[src/rtl/core/i2cram_pkg.sv]
// ----------------------------------------------------------------------------
// I2C register access master: shared package
// Types, codes and constants used by the stages of the register access master.
// ----------------------------------------------------------------------------
package i2cram_pkg;

	// Item kinds on the input stream
	localparam logic KIND_TICK = 1'b0;
	localparam logic KIND_CMD  = 1'b1;

	// Transaction operations
	localparam logic [1:0] OP_READ_REG   = 2'd0;
	localparam logic [1:0] OP_READ_BLOCK = 2'd1;
	localparam logic [1:0] OP_WRITE_REG  = 2'd2;
	localparam logic [1:0] OP_NONE       = 2'd3;

	// Completion status codes
	localparam logic [1:0] ST_OK         = 2'd0;
	localparam logic [1:0] ST_NO_DEVICE  = 2'd1;
	localparam logic [1:0] ST_WRITE_NACK = 2'd2;

	// Configuration register indexes
	localparam int CFG_IDX_W  = 1;
	localparam int CFG_DATA_W = 8;
	localparam logic [CFG_IDX_W-1:0] CFG_DEVICE_ADDRESS = 1'b0;
	localparam logic [CFG_IDX_W-1:0] CFG_STRETCH_LIMIT  = 1'b1;

	// Configuration reset values
	localparam logic [6:0] DEVICE_ADDRESS_RST = 7'h6D;
	localparam logic [7:0] STRETCH_LIMIT_RST  = 8'd200;

	// Bit sent first on the bus
	localparam logic [7:0] MSB_MASK = 8'h80;

	// Stream widths
	localparam int S_TDATA_W = 32;
	localparam int M_TDATA_W = 16;

	// Bus sequence phases, one half bit period each
	typedef enum logic [3:0] {
		PH_IDLE,
		PH_START_A,
		PH_START_B,
		PH_START_C,
		PH_TX_LOW,
		PH_TX_HIGH,
		PH_ACK_LOW,
		PH_ACK_HIGH,
		PH_RX_LOW,
		PH_RX_HIGH,
		PH_MACK_LOW,
		PH_MACK_HIGH,
		PH_STOP_A,
		PH_STOP_B
	} phase_t;

	// Which byte of the transaction is on the bus
	typedef enum logic [2:0] {
		STG_ADDR_W,
		STG_REG,
		STG_ADDR_R,
		STG_DATA_W,
		STG_ABSENT
	} stage_t;

	// One input item
	typedef struct packed {
		logic       kind;
		logic [1:0] operation;
		logic [7:0] register_index;
		logic [7:0] write_value;
		logic [4:0] byte_count;
		logic       scl_sample;
		logic       sda_sample;
	} item_t;

	// One result item
	typedef struct packed {
		logic       scl_drive_low;
		logic       sda_drive_low;
		logic       byte_valid;
		logic [7:0] read_byte;
		logic       last_byte;
		logic       done_res;
		logic [1:0] status;
		logic       busy_res;
	} result_t;

	// Configuration write
	typedef struct packed {
		logic                  we;
		logic [CFG_IDX_W-1:0]  index;
		logic [CFG_DATA_W-1:0] data;
	} cfg_wr_t;

endpackage

[src/rtl/core/i2cram_in_reg.sv]
// ----------------------------------------------------------------------------
// I2C register access master: input register
// Captures one input transfer and holds it until the sequencer takes it.
// ----------------------------------------------------------------------------
module i2cram_in_reg (
	input  logic                                clk,
	input  logic                                arst_n,
	input  logic                                s_tvalid,
	output logic                                s_tready,
	// s_tdata: operation[1:0], register_index[9:2], write_value[17:10],
	// byte_count[22:18], scl_sample[23], sda_sample[24], zeros above
	input  logic [i2cram_pkg::S_TDATA_W-1:0]    s_tdata,
	// s_tuser: kind
	input  logic                                s_tuser,
	input  logic                                advance,
	output logic                                valid_s1,
	output i2cram_pkg::item_t                   item_s1
);

	logic take;

	// Room when empty or whenever the held item leaves in the same cycle
	assign s_tready = !valid_s1 || advance;
	assign take     = s_tvalid && s_tready;

	// Occupancy of the input stage
	always_ff @(posedge clk or negedge arst_n) begin
		if (!arst_n) begin
			valid_s1 <= 1'b0;
		end else if (take) begin
			valid_s1 <= 1'b1;
		end else if (advance) begin
			valid_s1 <= 1'b0;
		end
	end

	// Payload unpacked from the stream fields
	always_ff @(posedge clk) begin
		if (take) begin
			item_s1.kind           <= s_tuser;
			item_s1.operation      <= s_tdata[1:0];
			item_s1.register_index <= s_tdata[9:2];
			item_s1.write_value    <= s_tdata[17:10];
			item_s1.byte_count     <= s_tdata[22:18];
			item_s1.scl_sample     <= s_tdata[23];
			item_s1.sda_sample     <= s_tdata[24];
		end
	end

endmodule

[src/rtl/core/i2cram_fsm.sv]
// ----------------------------------------------------------------------------
// I2C register access master: bus sequencer
// Holds the configuration and the transaction state and takes one step per item.
// ----------------------------------------------------------------------------
module i2cram_fsm #(
	parameter int MAX_BLOCK = 16
) (
	input  logic                  clk,
	input  logic                  arst_n,
	input  i2cram_pkg::cfg_wr_t   cfg,
	input  logic                  advance,
	input  i2cram_pkg::item_t     item,
	output i2cram_pkg::result_t   res
);

	localparam int BL_W = $clog2(MAX_BLOCK + 1);

	// Configuration registers
	logic [6:0] dev_addr_q;
	logic [7:0] stretch_lim_q;

	// Transaction state
	i2cram_pkg::phase_t phase_q, phase_d;
	i2cram_pkg::stage_t stage_q, stage_d;
	logic [3:0]      bit_cnt_q, bit_cnt_d;
	logic [7:0]      shift_q, shift_d;
	logic [BL_W-1:0] left_q, left_d;
	logic [7:0]      stretch_q, stretch_d;
	logic [1:0]      op_q, op_d;
	logic [7:0]      reg_q, reg_d;
	logic [7:0]      val_q, val_d;
	logic            wok_q, wok_d;

	logic            proceed;
	logic            ack;
	logic [3:0]      bit_inc;
	logic [BL_W-1:0] left_dec;
	logic [BL_W-1:0] blk_len;

	// Configuration writes
	always_ff @(posedge clk or negedge arst_n) begin
		if (!arst_n) begin
			dev_addr_q    <= i2cram_pkg::DEVICE_ADDRESS_RST;
			stretch_lim_q <= i2cram_pkg::STRETCH_LIMIT_RST;
		end else if (cfg.we) begin
			unique case (cfg.index)
				i2cram_pkg::CFG_DEVICE_ADDRESS: dev_addr_q    <= cfg.data[6:0];
				i2cram_pkg::CFG_STRETCH_LIMIT:  stretch_lim_q <= cfg.data;
				default: ;
			endcase
		end
	end

	// State registers, stepped once per item
	always_ff @(posedge clk or negedge arst_n) begin
		if (!arst_n) begin
			phase_q   <= i2cram_pkg::PH_IDLE;
			stage_q   <= i2cram_pkg::STG_ADDR_W;
			bit_cnt_q <= '0;
			shift_q   <= '0;
			left_q    <= '0;
			stretch_q <= '0;
			op_q      <= '0;
			reg_q     <= '0;
			val_q     <= '0;
			wok_q     <= 1'b1;
		end else if (advance) begin
			phase_q   <= phase_d;
			stage_q   <= stage_d;
			bit_cnt_q <= bit_cnt_d;
			shift_q   <= shift_d;
			left_q    <= left_d;
			stretch_q <= stretch_d;
			op_q      <= op_d;
			reg_q     <= reg_d;
			val_q     <= val_d;
			wok_q     <= wok_d;
		end
	end

	// Helpers: stretch check, acknowledge, counters and block length
	assign proceed  = !(!item.scl_sample && (stretch_q < stretch_lim_q));
	assign ack      = !item.sda_sample;
	assign bit_inc  = bit_cnt_q + 4'd1;
	assign left_dec = (left_q != '0) ? left_q - BL_W'(1) : left_q;

	always_comb begin
		if (item.byte_count == 5'd0) begin
			blk_len = BL_W'(1);
		end else if (int'(item.byte_count) > MAX_BLOCK) begin
			blk_len = BL_W'(MAX_BLOCK);
		end else begin
			blk_len = BL_W'(item.byte_count);
		end
	end

	// Next state and result for one item
	always_comb begin
		phase_d   = phase_q;
		stage_d   = stage_q;
		bit_cnt_d = bit_cnt_q;
		shift_d   = shift_q;
		left_d    = left_q;
		stretch_d = stretch_q;
		op_d      = op_q;
		reg_d     = reg_q;
		val_d     = val_q;
		wok_d     = wok_q;
		res       = '0;

		if (item.kind == i2cram_pkg::KIND_CMD) begin
			// A command starts a transaction only from idle
			if (phase_q == i2cram_pkg::PH_IDLE && item.operation != i2cram_pkg::OP_NONE) begin
				op_d      = item.operation;
				reg_d     = item.register_index;
				val_d     = item.write_value;
				left_d    = (item.operation == i2cram_pkg::OP_READ_BLOCK) ?
				            blk_len : BL_W'(1);
				wok_d     = 1'b1;
				stage_d   = i2cram_pkg::STG_ADDR_W;
				bit_cnt_d = '0;
				shift_d   = '0;
				stretch_d = '0;
				phase_d   = i2cram_pkg::PH_START_A;
			end
		end else begin
			// Phases with SCL released wait for it, up to the stretch limit
			if (phase_q == i2cram_pkg::PH_START_A || phase_q == i2cram_pkg::PH_TX_HIGH ||
			    phase_q == i2cram_pkg::PH_ACK_HIGH || phase_q == i2cram_pkg::PH_RX_HIGH ||
			    phase_q == i2cram_pkg::PH_MACK_HIGH || phase_q == i2cram_pkg::PH_STOP_B) begin
				stretch_d = proceed ? 8'd0 : stretch_q + 8'd1;
			end

			unique case (phase_q)
				i2cram_pkg::PH_START_A: begin
					if (proceed) phase_d = i2cram_pkg::PH_START_B;
				end
				i2cram_pkg::PH_START_B: phase_d = i2cram_pkg::PH_START_C;
				i2cram_pkg::PH_START_C: begin
					shift_d   = {dev_addr_q, (stage_q == i2cram_pkg::STG_ADDR_R)};
					bit_cnt_d = '0;
					phase_d   = i2cram_pkg::PH_TX_LOW;
				end
				i2cram_pkg::PH_TX_LOW: phase_d = i2cram_pkg::PH_TX_HIGH;
				i2cram_pkg::PH_TX_HIGH: begin
					if (proceed) begin
						shift_d   = {shift_q[6:0], 1'b0};
						bit_cnt_d = bit_inc;
						phase_d   = (bit_inc >= 4'd8) ? i2cram_pkg::PH_ACK_LOW :
						            i2cram_pkg::PH_TX_LOW;
					end
				end
				i2cram_pkg::PH_ACK_LOW: phase_d = i2cram_pkg::PH_ACK_HIGH;
				i2cram_pkg::PH_ACK_HIGH: begin
					if (proceed) begin
						unique case (stage_q)
							i2cram_pkg::STG_ADDR_W: begin
								if (!ack) begin
									stage_d = i2cram_pkg::STG_ABSENT;
									phase_d = i2cram_pkg::PH_STOP_A;
								end else begin
									stage_d   = i2cram_pkg::STG_REG;
									shift_d   = reg_q;
									bit_cnt_d = '0;
									phase_d   = i2cram_pkg::PH_TX_LOW;
								end
							end
							i2cram_pkg::STG_REG: begin
								if (op_q == i2cram_pkg::OP_WRITE_REG) begin
									if (!ack) begin
										wok_d   = 1'b0;
										phase_d = i2cram_pkg::PH_STOP_A;
									end else begin
										stage_d   = i2cram_pkg::STG_DATA_W;
										shift_d   = val_q;
										bit_cnt_d = '0;
										phase_d   = i2cram_pkg::PH_TX_LOW;
									end
								end else begin
									// Register byte NACK in a read is ignored
									stage_d = i2cram_pkg::STG_ADDR_R;
									phase_d = i2cram_pkg::PH_START_A;
								end
							end
							i2cram_pkg::STG_ADDR_R: begin
								if (!ack) begin
									stage_d = i2cram_pkg::STG_ABSENT;
									phase_d = i2cram_pkg::PH_STOP_A;
								end else begin
									shift_d   = '0;
									bit_cnt_d = '0;
									phase_d   = i2cram_pkg::PH_RX_LOW;
								end
							end
							default: begin
								if (!ack) wok_d = 1'b0;
								phase_d = i2cram_pkg::PH_STOP_A;
							end
						endcase
					end
				end
				i2cram_pkg::PH_RX_LOW: phase_d = i2cram_pkg::PH_RX_HIGH;
				i2cram_pkg::PH_RX_HIGH: begin
					if (proceed) begin
						shift_d   = {shift_q[6:0], item.sda_sample};
						bit_cnt_d = bit_inc;
						phase_d   = (bit_inc >= 4'd8) ? i2cram_pkg::PH_MACK_LOW :
						            i2cram_pkg::PH_RX_LOW;
					end
				end
				i2cram_pkg::PH_MACK_LOW: phase_d = i2cram_pkg::PH_MACK_HIGH;
				i2cram_pkg::PH_MACK_HIGH: begin
					if (proceed) begin
						res.byte_valid = 1'b1;
						res.read_byte  = shift_q;
						res.last_byte  = (left_q <= BL_W'(1));
						left_d         = left_dec;
						if (left_dec != '0) begin
							shift_d   = '0;
							bit_cnt_d = '0;
							phase_d   = i2cram_pkg::PH_RX_LOW;
						end else begin
							phase_d = i2cram_pkg::PH_STOP_A;
						end
					end
				end
				i2cram_pkg::PH_STOP_A: phase_d = i2cram_pkg::PH_STOP_B;
				i2cram_pkg::PH_STOP_B: begin
					if (proceed) begin
						res.done_res = 1'b1;
						if (stage_q == i2cram_pkg::STG_ABSENT) begin
							res.status = i2cram_pkg::ST_NO_DEVICE;
						end else if (wok_q) begin
							res.status = i2cram_pkg::ST_OK;
						end else begin
							res.status = i2cram_pkg::ST_WRITE_NACK;
						end
						phase_d = i2cram_pkg::PH_IDLE;
					end
				end
				default: phase_d = i2cram_pkg::PH_IDLE;
			endcase
		end

		// Line drives follow the phase reached
		unique case (phase_d)
			i2cram_pkg::PH_START_B: res.sda_drive_low = 1'b1;
			i2cram_pkg::PH_START_C: begin
				res.scl_drive_low = 1'b1;
				res.sda_drive_low = 1'b1;
			end
			i2cram_pkg::PH_TX_LOW: begin
				res.scl_drive_low = 1'b1;
				res.sda_drive_low = ((shift_d & i2cram_pkg::MSB_MASK) == 8'd0);
			end
			i2cram_pkg::PH_TX_HIGH:
				res.sda_drive_low = ((shift_d & i2cram_pkg::MSB_MASK) == 8'd0);
			i2cram_pkg::PH_ACK_LOW, i2cram_pkg::PH_RX_LOW: res.scl_drive_low = 1'b1;
			i2cram_pkg::PH_MACK_LOW: begin
				res.scl_drive_low = 1'b1;
				res.sda_drive_low = (left_d > BL_W'(1));
			end
			i2cram_pkg::PH_MACK_HIGH: res.sda_drive_low = (left_d > BL_W'(1));
			i2cram_pkg::PH_STOP_A: begin
				res.scl_drive_low = 1'b1;
				res.sda_drive_low = 1'b1;
			end
			i2cram_pkg::PH_STOP_B: res.sda_drive_low = 1'b1;
			default: ;
		endcase

		res.busy_res = (phase_d != i2cram_pkg::PH_IDLE);
	end

	// The stretch count is cleared whenever the master sits idle
	a_idle_no_stretch: assert property (@(posedge clk) disable iff (!arst_n)
		phase_q == i2cram_pkg::PH_IDLE |-> stretch_q == 8'd0)
		else $error("stretch count left over in idle");

	// A non-zero status only appears with the stop condition
	a_status_on_done: assert property (@(posedge clk) disable iff (!arst_n)
		res.status != i2cram_pkg::ST_OK |-> res.done_res && !res.busy_res)
		else $error("status outside completion");

	// A presented byte leads to the next byte or to the stop condition
	a_byte_next: assert property (@(posedge clk) disable iff (!arst_n)
		advance && res.byte_valid |=>
		phase_q == i2cram_pkg::PH_RX_LOW || phase_q == i2cram_pkg::PH_STOP_A)
		else $error("unexpected phase after received byte");

	// The last marker only comes with a received byte
	a_last_with_byte: assert property (@(posedge clk) disable iff (!arst_n)
		res.last_byte |-> res.byte_valid)
		else $error("last marker without byte");

endmodule

[src/rtl/core/i2cram_out_reg.sv]
// ----------------------------------------------------------------------------
// I2C register access master: result register
// Holds one result transfer until the downstream side takes it.
// ----------------------------------------------------------------------------
module i2cram_out_reg (
	input  logic                              clk,
	input  logic                              arst_n,
	input  i2cram_pkg::result_t               res,
	input  logic                              advance,
	output logic                              m_tvalid,
	input  logic                              m_tready,
	// m_tdata: scl_drive_low[0], sda_drive_low[1], read_byte[9:2], done_res[10],
	// status[12:11], busy_res[13], zeros above
	output logic [i2cram_pkg::M_TDATA_W-1:0]  m_tdata,
	// m_tuser: byte_valid
	output logic                              m_tuser,
	output logic                              m_tlast,
	output logic                              free
);

	i2cram_pkg::result_t res_q;

	// Space for a new result when empty or when the held one leaves now
	assign free = !m_tvalid || m_tready;

	// Occupancy of the result register
	always_ff @(posedge clk or negedge arst_n) begin
		if (!arst_n) begin
			m_tvalid <= 1'b0;
		end else if (advance) begin
			m_tvalid <= 1'b1;
		end else if (m_tready) begin
			m_tvalid <= 1'b0;
		end
	end

	// Result payload
	always_ff @(posedge clk) begin
		if (advance) begin
			res_q <= res;
		end
	end

	// Stream packing
	assign m_tdata = {2'b00, res_q.busy_res, res_q.status, res_q.done_res,
	                  res_q.read_byte, res_q.sda_drive_low, res_q.scl_drive_low};
	assign m_tuser = res_q.byte_valid;
	assign m_tlast = res_q.last_byte;

endmodule

[src/rtl/core/i2c_register_access_master.sv]
// Each item is held in the input register, then its result in the result register.
// Throughput: one item per cycle when not stalled; one sequencer step per item.
// A stalled result register holds off the input side once the input register is full.
// Reset (arst_n low) idles the bus with both lines released and restores the
// device address 0x6D and the stretch limit of 200 ticks.
// ----------------------------------------------------------------------------
// I2C register access master: top level
// Open-drain master that reads one register, a block of registers, or writes one.
// ----------------------------------------------------------------------------
module i2c_register_access_master #(
	parameter int MAX_BLOCK = 16
) (
	input  logic                                    clk,
	input  logic                                    arst_n,
	input  logic                                    cfg_we,
	input  logic [i2cram_pkg::CFG_IDX_W-1:0]        cfg_index,
	input  logic [i2cram_pkg::CFG_DATA_W-1:0]       cfg_data,
	input  logic                                    s_tvalid,
	output logic                                    s_tready,
	// s_tdata: operation[1:0], register_index[9:2], write_value[17:10],
	// byte_count[22:18], scl_sample[23], sda_sample[24], zeros above
	input  logic [i2cram_pkg::S_TDATA_W-1:0]        s_tdata,
	// s_tuser: kind
	input  logic                                    s_tuser,
	output logic                                    m_tvalid,
	input  logic                                    m_tready,
	// m_tdata: scl_drive_low[0], sda_drive_low[1], read_byte[9:2], done_res[10],
	// status[12:11], busy_res[13], zeros above
	output logic [i2cram_pkg::M_TDATA_W-1:0]        m_tdata,
	// m_tuser: byte_valid
	output logic                                    m_tuser,
	output logic                                    m_tlast
);

	logic                valid_s1;
	i2cram_pkg::item_t   item_s1;
	i2cram_pkg::result_t res;
	i2cram_pkg::cfg_wr_t cfg;
	logic                free;
	logic                advance;

	// Configuration write bundle
	assign cfg.we    = cfg_we;
	assign cfg.index = cfg_index;
	assign cfg.data  = cfg_data;

	// One step whenever an item is held and the result register has room
	assign advance = valid_s1 && free;

	i2cram_in_reg u_in (
		.clk      (clk),
		.arst_n   (arst_n),
		.s_tvalid (s_tvalid),
		.s_tready (s_tready),
		.s_tdata  (s_tdata),
		.s_tuser  (s_tuser),
		.advance  (advance),
		.valid_s1 (valid_s1),
		.item_s1  (item_s1)
	);

	i2cram_fsm #(
		.MAX_BLOCK (MAX_BLOCK)
	) u_fsm (
		.clk     (clk),
		.arst_n  (arst_n),
		.cfg     (cfg),
		.advance (advance),
		.item    (item_s1),
		.res     (res)
	);

	i2cram_out_reg u_out (
		.clk      (clk),
		.arst_n   (arst_n),
		.res      (res),
		.advance  (advance),
		.m_tvalid (m_tvalid),
		.m_tready (m_tready),
		.m_tdata  (m_tdata),
		.m_tuser  (m_tuser),
		.m_tlast  (m_tlast),
		.free     (free)
	);

	// With the result register empty the input side is never held off
	a_ready_when_empty: assert property (@(posedge clk) disable iff (!arst_n)
		!m_tvalid |-> s_tready)
		else $error("input stalled with empty result register");

	// A step always leaves a result in the register
	a_step_gives_result: assert property (@(posedge clk) disable iff (!arst_n)
		advance |=> m_tvalid)
		else $error("step without result");

	// A held item is never dropped while the output is blocked
	a_hold_on_stall: assert property (@(posedge clk) disable iff (!arst_n)
		valid_s1 && m_tvalid && !m_tready |=> valid_s1)
		else $error("input item lost under stall");

endmodule

[config.mk]
export PLATFORM = sky130hd
export DESIGN_NAME = i2c_register_access_master
export DESIGN_NICKNAME = d
export VERILOG_FILES = /design/src/rtl/core/i2cram_pkg.sv /design/src/rtl/core/i2cram_in_reg.sv /design/src/rtl/core/i2cram_fsm.sv /design/src/rtl/core/i2cram_out_reg.sv /design/src/rtl/core/i2c_register_access_master.sv
export SDC_FILE = /design/constraint.sdc
export NUM_CORES = 1
export LEC_CHECK = 0
export ABC_AREA = 1
export BUFFER_PORTS_ARGS = -buffer_cell sky130_fd_sc_hd__buf_2
export CAP_MARGIN = 20
export CORE_MARGIN = 3
export CORE_UTILIZATION = 50
export DETAILED_ROUTE_END_ITERATION = 8
export PLACE_DENSITY = 0.75
export SETUP_SLACK_MARGIN = 0.15
export SYNTH_ARGS = -nofsm -noshare
export SYNTH_HDL_FRONTEND = slang
export SYNTH_SLANG_ARGS = --single-unit
[constraint.sdc]
create_clock -name clk -period 6.2 [get_ports clk]
set_input_delay 0.62 -clock clk [delete_from_list [all_inputs] [get_ports clk]]
set_output_delay 0.62 -clock clk [all_outputs]
set_load 0.02 [all_outputs]
==> results of run 1 <==
[worst max path at each step]
stage / startpoint / to / depth (start not counted)
after detailed placement: u_fsm.stretch_lim_q[7]$_DFFE_PN1P_ / u_out.m_tdata[1]$_DFFE_PP_ / 16
after CTS: u_fsm.stretch_lim_q[7]$_DFFE_PN1P_ / u_out.m_tdata[1]$_DFFE_PP_ / 16
after global routing: u_fsm.stretch_lim_q[7]$_DFFE_PN1P_ / u_out.m_tdata[1]$_DFFE_PP_ / 18
after floorplan: u_fsm.stretch_lim_q[7]$_DFFE_PN1P_ / u_out.m_tdata[1]$_DFFE_PP_ / 15
after global placement: u_fsm.stretch_lim_q[7]$_DFFE_PN1P_ / u_out.m_tdata[1]$_DFFE_PP_ / 16
final: u_fsm.stretch_lim_q[7]$_DFFE_PN1P_ / u_out.m_tdata[1]$_DFFE_PP_ / 16
[logic make-up (layout without fill, tap and decap cells)]
kind of cell | Yosys count | after routing | synth area share, %
other | 1 | 2 | 0.06626
adder cells (fa/ha/maj) | 12 | 12 | 2.653
AO/OA/AOI/OAI | 96 | 96 | 10.81
buffers and inverters | 98 | 159 | 6.876
AND/OR/NAND/NOR | 300 | 300 | 23.79
XOR/XNOR | 3 | 3 | 0.4644
flip-flops | 110 | 110 | 52.55
multiplexers | 14 | 14 | 2.786
[area by class of cell]
| type | count | area share (%) |
|---|---|---|
| Clock buffer | 10 | 3.747 |
| Clock inverter | 6 | 1.079 |
| Inverter | 83 | 4.923 |
| Multi-Input combinational cell | 427 | 36.05 |
| Sequential cell | 110 | 46.63 |
| Tap cell | 140 | 2.746 |
| Timing Repair Buffer | 60 | 4.825 |
[cells in the final DEF, fill, tap and decap left out, types with 4 or more instances in the layout]
cell	count
nand3_1	42
nor2_1	63
dfstp_2	9
o21ai_0	40
a22oi_1	16
nand2_2	13
a31oi_1	4
inv_2	13
ha_1	12
clkbuf_16	9
buf_2	57
nand2_1	149
nor3_1	12
a21oi_1	10
dfrtp_1	59
inv_1	69
nor2_4	6
mux2_2	14
o22ai_1	13
edfxtp_1	42
[per-layer routing]
metal	vias to the layer above	track usage, %	wire length [µm]
met3	18	2.695	561
met1	2150	26.57	5427
met5	-	0	0
li1	2220	-	-
met4	0	7.933	238
met2	112	34.13	5910
[where the power goes]
part           switching (mW)  internal (mW)
logic                   0.603          0.317
clock network           0.265          0.327
registers               0.122          0.929
[sequential cells by signal, summed over array words and instances, names as in the netlist]
register / cells
u_fsm.stretch_lim_q: 8
u_out.m_tdata: 14
u_out.m_tvalid: 1
u_fsm.stage_q: 3
u_in.item_s1: 26
u_fsm.dev_addr_q: 7
u_fsm.stretch_q: 8
u_fsm.wok_q: 1
u_fsm.shift_q: 8
u_out.m_tuser: 1
u_fsm.val_q: 8
u_in.valid_s1: 1
u_fsm.phase_q: 4
u_fsm.op_q: 2
u_out.m_tlast: 1
u_fsm.reg_q: 8
u_fsm.bit_cnt_q: 4
u_fsm.left_q: 5
[cell usage after synthesis (all sizes together)]
library cell / number
nand2: 163
inv: 83
nor2: 72
dfrtp: 59
nand3: 45
edfxtp: 42
o21ai: 41
a22oi: 16
mux2: 14
o22ai: 14
nor3: 13
ha: 12
a21oi: 11
dfstp: 9
clkbuf: 8
buf: 7
a31oi: 5
a211oi: 2
nand3b: 2
nand4: 2
nor4: 2
o31ai: 2
xnor2: 2
a2111oi: 1
a32o: 1
conb: 1
o211ai: 1
o221ai: 1
o32ai: 1
or2: 1
xor2: 1
[worst reg2reg max path: stages, from the launching register on]
cell and delay (ns):
dfstp_2 0.52, inv_1 0.05, ha_1 0.29, nand2_1 0.09, nor2_1 0.05, nor2_1 0.40, nand2_2 0.44, nand2_1 0.33
nand2_1 0.08, nand3_1 0.07, nand2_1 0.10, nor2_1 0.11, nand2_1 0.08, nor2_1 0.11, nor2_1 0.05, nor2_1 0.10
nand2_1 0.07
==> metrics.cfg, run 1 <==
[timing]
finClkSkew_ns=0.01020
period_share_pct=51.03
setup_tns_ns=0
slew_headroom_pct=34.52
fmax_mhz=316.1
final-max-slew-violation-count=0
finalSetupViolations=0
hold_slack_ns=0.4351
worstMarginPinSlew_ns=0.9811
fin_crit_ns=3.164
rsz0062_at_grt=false
setup_ws_ns=3.036
final-hold-violation-count=0

[final_layout]
fin_area_um2=6379
area_delta_synth_final_pct=12.71
fillers=935
instances_no_fill=836
n_antenna_cell=0
post-route-util_pct=58.33
final-seq-area_um2=2974
drive_above_1_share_pct=20.83
nets=750
multi_input_area_um2=2300

[setup_path]
path_cells=inv_1, ha_1, nand2_1, nor2_1, nor2_1, nand2_2, nand2_1, nand2_1, nand3_1, nand2_1, nor2_1, nand2_1, nor2_1, nor2_1, nor2_1, nand2_1
cp_top_family=simple AND/OR/NAND/NOR gates
crit_type=flop to flop
path_buf_inv=1
reg2reg_slack_ns=3.04
required_ns=6.30
worst_path_max_delay_cell=dfstp_2
r2r_cells=16
end_kind=flop
crit_fanout=25
r2r_end=u_out.m_tdata[1]$_DFFE_PP_
startpoint_type=flop
max_stage_delay_ns=0.52
r2r_start=u_fsm.stretch_lim_q[7]$_DFFE_PN1P_
worstPathArrival_ns=3.27

[clock_tree]
cts.path.max_buffers=2
cts_htree_levels=3
cts_num_sinks=110
cts_made_buffers=9
clkTransAtPathRegs_ns=0.07
post-cts-setup-buffer-count=0
holdBufCountCts=0
cts_tree=done
cts_resized=0
cts-root-buf=clkbuf_16
insertion_delay_ns=0.35

[power]
powerDensity_nw_per_um2=401.8
ir_drop_mv=0.1891
total_power_mw=2.563
leakage_nw=2.956

[floorplanning]
die_w_um=112.4
core_area_um2=10940
fp.dieH_um=112.4
start_util_pct=51.75
row_count=38
dieArea_um2=12630
io_pins=67

[global_routing]
grtUsageTotal_pct=20.20
overflow=0
antenna_found_initial=0
grt_pass1_vias=4492
grt_pass1_wl_um=20820
grt_max_degree=69

[logic_synthesis]
yosys_warnings=0
synth_area_leaders=dfrtp_1 26%, edfxtp_1 22%, nand2_1 9.9%
synth_top_cell_area_share_pct=26.09
ys_ff_latch=110
syn_inst=634
ys_seq_area_share_pct=52.55
yosysUniqueCellTypes=47
syn-cell-area_um2=5659
synth_area_per_cell_um2=8.926
synth_largest_area_cell=dfrtp_1

[drt]
vias=4500
drt-total-wl_um=12140
viasPerCell=5.383
drt_iter0_drc=249
drt.antenna.violating_nets=0
first_pass_iters=7
wl_per_cell_um=14.52
drc_errors=0

[min_path]
min_delay_path_depth=1
hold_path.startpoint=s_tdata[15]
min_to=u_in.item_s1[12]$_DFFE_PP_
holdCritPathClass=input port to flop

[status]
status=complete, no violations

[run]
cap_violations=0

[placement]
dp_hpwl_um=8704
post-place-cells=820
globalplace.congestion=0.9080
pre_cts_slack_ns=3.107
placed_cell_area_um2=6071
portBuffers=57

Note: power is estimated with default switching activity, not from simulation.
==> run 2, diff against run 1 <==
--- a/config.mk
+++ b/config.mk
@@ -11,7 +11,7 @@
 export CORE_MARGIN = 3
 export CORE_UTILIZATION = 50
 export DETAILED_ROUTE_END_ITERATION = 8
-export PLACE_DENSITY = 0.75
+export PLACE_DENSITY = 0.78
 export SETUP_SLACK_MARGIN = 0.15
 export SYNTH_ARGS = -nofsm -noshare
 export SYNTH_HDL_FRONTEND = slang
==> constraint.sdc (replaced) <==
create_clock -name clk -period 2.61 [get_ports clk]
set_input_delay 0.261 -clock clk [delete_from_list [all_inputs] [get_ports clk]]
set_output_delay 0.261 -clock clk [all_outputs]
set_load 0.02 [all_outputs]
==> run 2 against run 1 <==
  * Clock-buffer cell count rose by 2
  * Clock power grew 120%
  * Worst hold slack lost 0.35 ns
  * Cell count grew 2.6%
  * Non-clock buffer count up 21
  * Register-to-register slack got worse by 2.9 ns
  * Critical path type unchanged
  * Largest cell class unchanged
==> metrics.cfg, run 2 (synthesis gave the netlist of run 1 again) <==
[status]
status=complete, no violations

[timing]
fmax_mhz=403.6  ; +28%
period_share_pct=94.93  ; +44 points
slew_headroom_pct=51.62  ; +17 points
finClkSkew_ns=0.009514  ; -0.0006871 ns
finalSetupViolations=0  ; unchanged
final-max-slew-violation-count=0  ; unchanged
final-hold-violation-count=0  ; unchanged
hold_slack_ns=0.08301  ; -0.3521 ns
setup_tns_ns=0  ; unchanged
rsz0062_at_grt=true
fin_crit_ns=2.478  ; -0.6862 ns
worstMarginPinSlew_ns=0.7257  ; -0.2554 ns

[setup_path]
worst_path_max_delay_cell=dfrtp_1
r2r_start=u_fsm.stretch_q[5]$_DFFE_PN0P_
cp_common_cell=nor2_1
worstPathArrival_ns=2.59  ; -0.68 ns
r2r_cells=16  ; unchanged
startpoint_type=flop
reg2reg_slack_ns=0.13  ; -2.90 ns
path_buf_inv=2  ; +1
path_cells=ha_1, a21oi_2, nor2_4, nor2_4, buf_6, nand3_2, nand2_2, nor2_2, nand3_2, nand2_2, nand2_4, inv_2, nor2_1, nor2_1, nor2_1, nand2_1
max_stage_delay_ns=0.41  ; -0.11 ns
crit_fanout=7  ; -72%
cp_top_family=simple AND/OR/NAND/NOR gates
end_kind=flop
crit_type=flop to flop
r2r_end=u_out.m_tdata[1]$_DFFE_PP_
required_ns=2.72  ; -3.58 ns

[clock_tree]
insertion_delay_ns=0.35  ; about the same
cts-root-buf=clkbuf_16
clkTransAtPathRegs_ns=0.07  ; about the same
cts_made_buffers=9  ; unchanged
cts_htree_levels=3  ; unchanged
cts.path.max_buffers=2  ; unchanged
cts_tree=done
cts_num_sinks=110  ; unchanged

[global_routing]
grt_pass1_wl_um=20890  ; +0.33%
antenna_found_initial=0  ; unchanged
overflow=0  ; unchanged
grt_pass1_vias=4402  ; -2.0%
grtUsageTotal_pct=20.26  ; +0.057 points
grt_max_degree=40  ; -42%

[final_layout]
drive_above_1_share_pct=27.58  ; +6.7 points
final_common_cell=nand2_1
fillers=927  ; -0.86%
n_antenna_cell=0  ; unchanged
layout_common_cells=137 x nand2_1, 64 x inv_1, 59 x dfrtp_1
final-seq-area_um2=2974  ; unchanged
largest_register_ffs=26  ; unchanged
largest-register=u_in.item_s1
instances_no_fill=858  ; +2.6%
multi_input_area_um2=2500  ; +8.7%
post-route-util_pct=61.54  ; +3.2 points
area_delta_synth_final_pct=18.93
nets=772  ; +2.9%

[drt]
vias=4669  ; +3.8%
viasPerCell=5.442  ; +1.1%
wl_per_cell_um=15.21  ; +4.8%
drt_iter0_drc=345  ; +39%
drc_errors=0  ; unchanged
drt-total-wl_um=13050  ; +7.5%
drt.antenna.violating_nets=0  ; unchanged
first_pass_iters=5  ; -2

[min_path]
hold_path.startpoint=s_tdata[3]
min_to=u_in.item_s1[16]$_DFFE_PP_
min_delay_path_depth=1  ; unchanged
holdCritPathClass=input port to flop

[power]
leakage_nw=3.110  ; +5.2%
powerDensity_nw_per_um2=935.4  ; +130%
ir_drop_mv=0.4625  ; +140%

[floorplanning]
io_pins=67  ; unchanged
core_area_um2=10940  ; unchanged
row_count=38  ; unchanged
dieArea_um2=12630  ; unchanged
start_util_pct=51.75  ; unchanged
die_w_um=112.4  ; unchanged
fp.dieH_um=112.4  ; unchanged

[placement]
dp_hpwl_um=9073  ; +4.2%
globalplace.congestion=0.9338  ; +2.8%
portBuffers=57  ; unchanged
post-place-cells=830  ; +1.2%

[run]
cap_violations=0  ; unchanged

## run 2: changes by cell type in the layout (fill, tap and decap cells not counted), sizes merged
cell,change
dlygate4sd3,+1
nand2,+1
clkbuf,+2
clkinvlp,-1
bufinv,-1
clkinv,-1
buf,+20
inv,+1
## run 2: cell type report
type	instances	area share [%]
clock buffers	12	3.514
clock inverters	4	0.4834
inverters	83	4.703
multi-input cells	428	37.14
flip-flops and latches	110	44.19
well taps	140	2.603
repair buffers	81	7.362
## run 2: how the worst max path moves through the flow
stage               depth (start not counted)                    endpoint  slack, ns                          startpoint
floorplan                                  15  u_out.m_tdata[1]$_DFFE_PP_       0.25  u_fsm.stretch_lim_q[7]$_DFFE_PN1P_
global placement                           16  u_out.m_tdata[1]$_DFFE_PP_       0.09  u_fsm.stretch_lim_q[7]$_DFFE_PN1P_
detailed placement                         16  u_out.m_tdata[1]$_DFFE_PP_       0.04  u_fsm.stretch_lim_q[7]$_DFFE_PN1P_
CTS                                        16  u_out.m_tdata[1]$_DFFE_PP_       0.16  u_fsm.stretch_lim_q[7]$_DFFE_PN1P_
global route                               16  u_out.m_tdata[0]$_DFFE_PP_       0.03      u_fsm.stretch_q[5]$_DFFE_PN0P_
finish                                     16  u_out.m_tdata[1]$_DFFE_PP_       0.13      u_fsm.stretch_q[5]$_DFFE_PN0P_
## run 2: worst register-to-register path, cell delays in order (launching register included)
cell,delay [ns]
dfrtp_1,0.41
ha_1,0.35
a21oi_2,0.19
nor2_4,0.05
nor2_4,0.23
buf_6,0.16
nand3_2,0.08
nand2_2,0.11
nor2_2,0.05
nand3_2,0.07
nand2_2,0.07
nand2_4,0.14
inv_2,0.05
nor2_1,0.08
nor2_1,0.05
nor2_1,0.09
nand2_1,0.06
## run 2: layer usage
metal / vias to the layer above / share of wire (%) / global-route usage (%)
met2: 163 / 49 / 32.94
li1: 2270 / - / -
met5: - / 0 / 0
met1: 2199 / 42 / 27.69
met4: 0 / 2.4 / 6.891
met3: 37 / 6.1 / 3.558
## run 2: timing repair
| action | in CTS | in global routing |
|---|---|---|
| hold buffers | 1 | 0 |
| setup endpoints to repair | 3 | 15 |
| pin swaps | 1 | 14 |
| cloned | 1 | 0 |
| hold endpoints to repair | 28 | 0 |
| setup buffers | 0 | 10 |
| resized for setup | 7 | 47 |
## run 2: power by group
part,internal [mW],switching [mW]
Combinational,0.918,1.61
Clock,0.658,0.621
Sequential,2.20,0.284
Total,3.78,2.51
## run 2: stage by stage
step | setup WS [ns] | instance area [µm²] | power, mW
2_1_floorplan | 0.2479 | 5663 | 4.137
3_3_place_gp | 0.09427 | 6158 | 4.655
3_5_place_dp | 0.04461 | 6158 | 4.739
4_1_cts | 0.1587 | 6469 | 6.058
5_1_grt | 0.02575 | 6730 | 6.726
6_report | 0.1323 | 6730 | 6.295
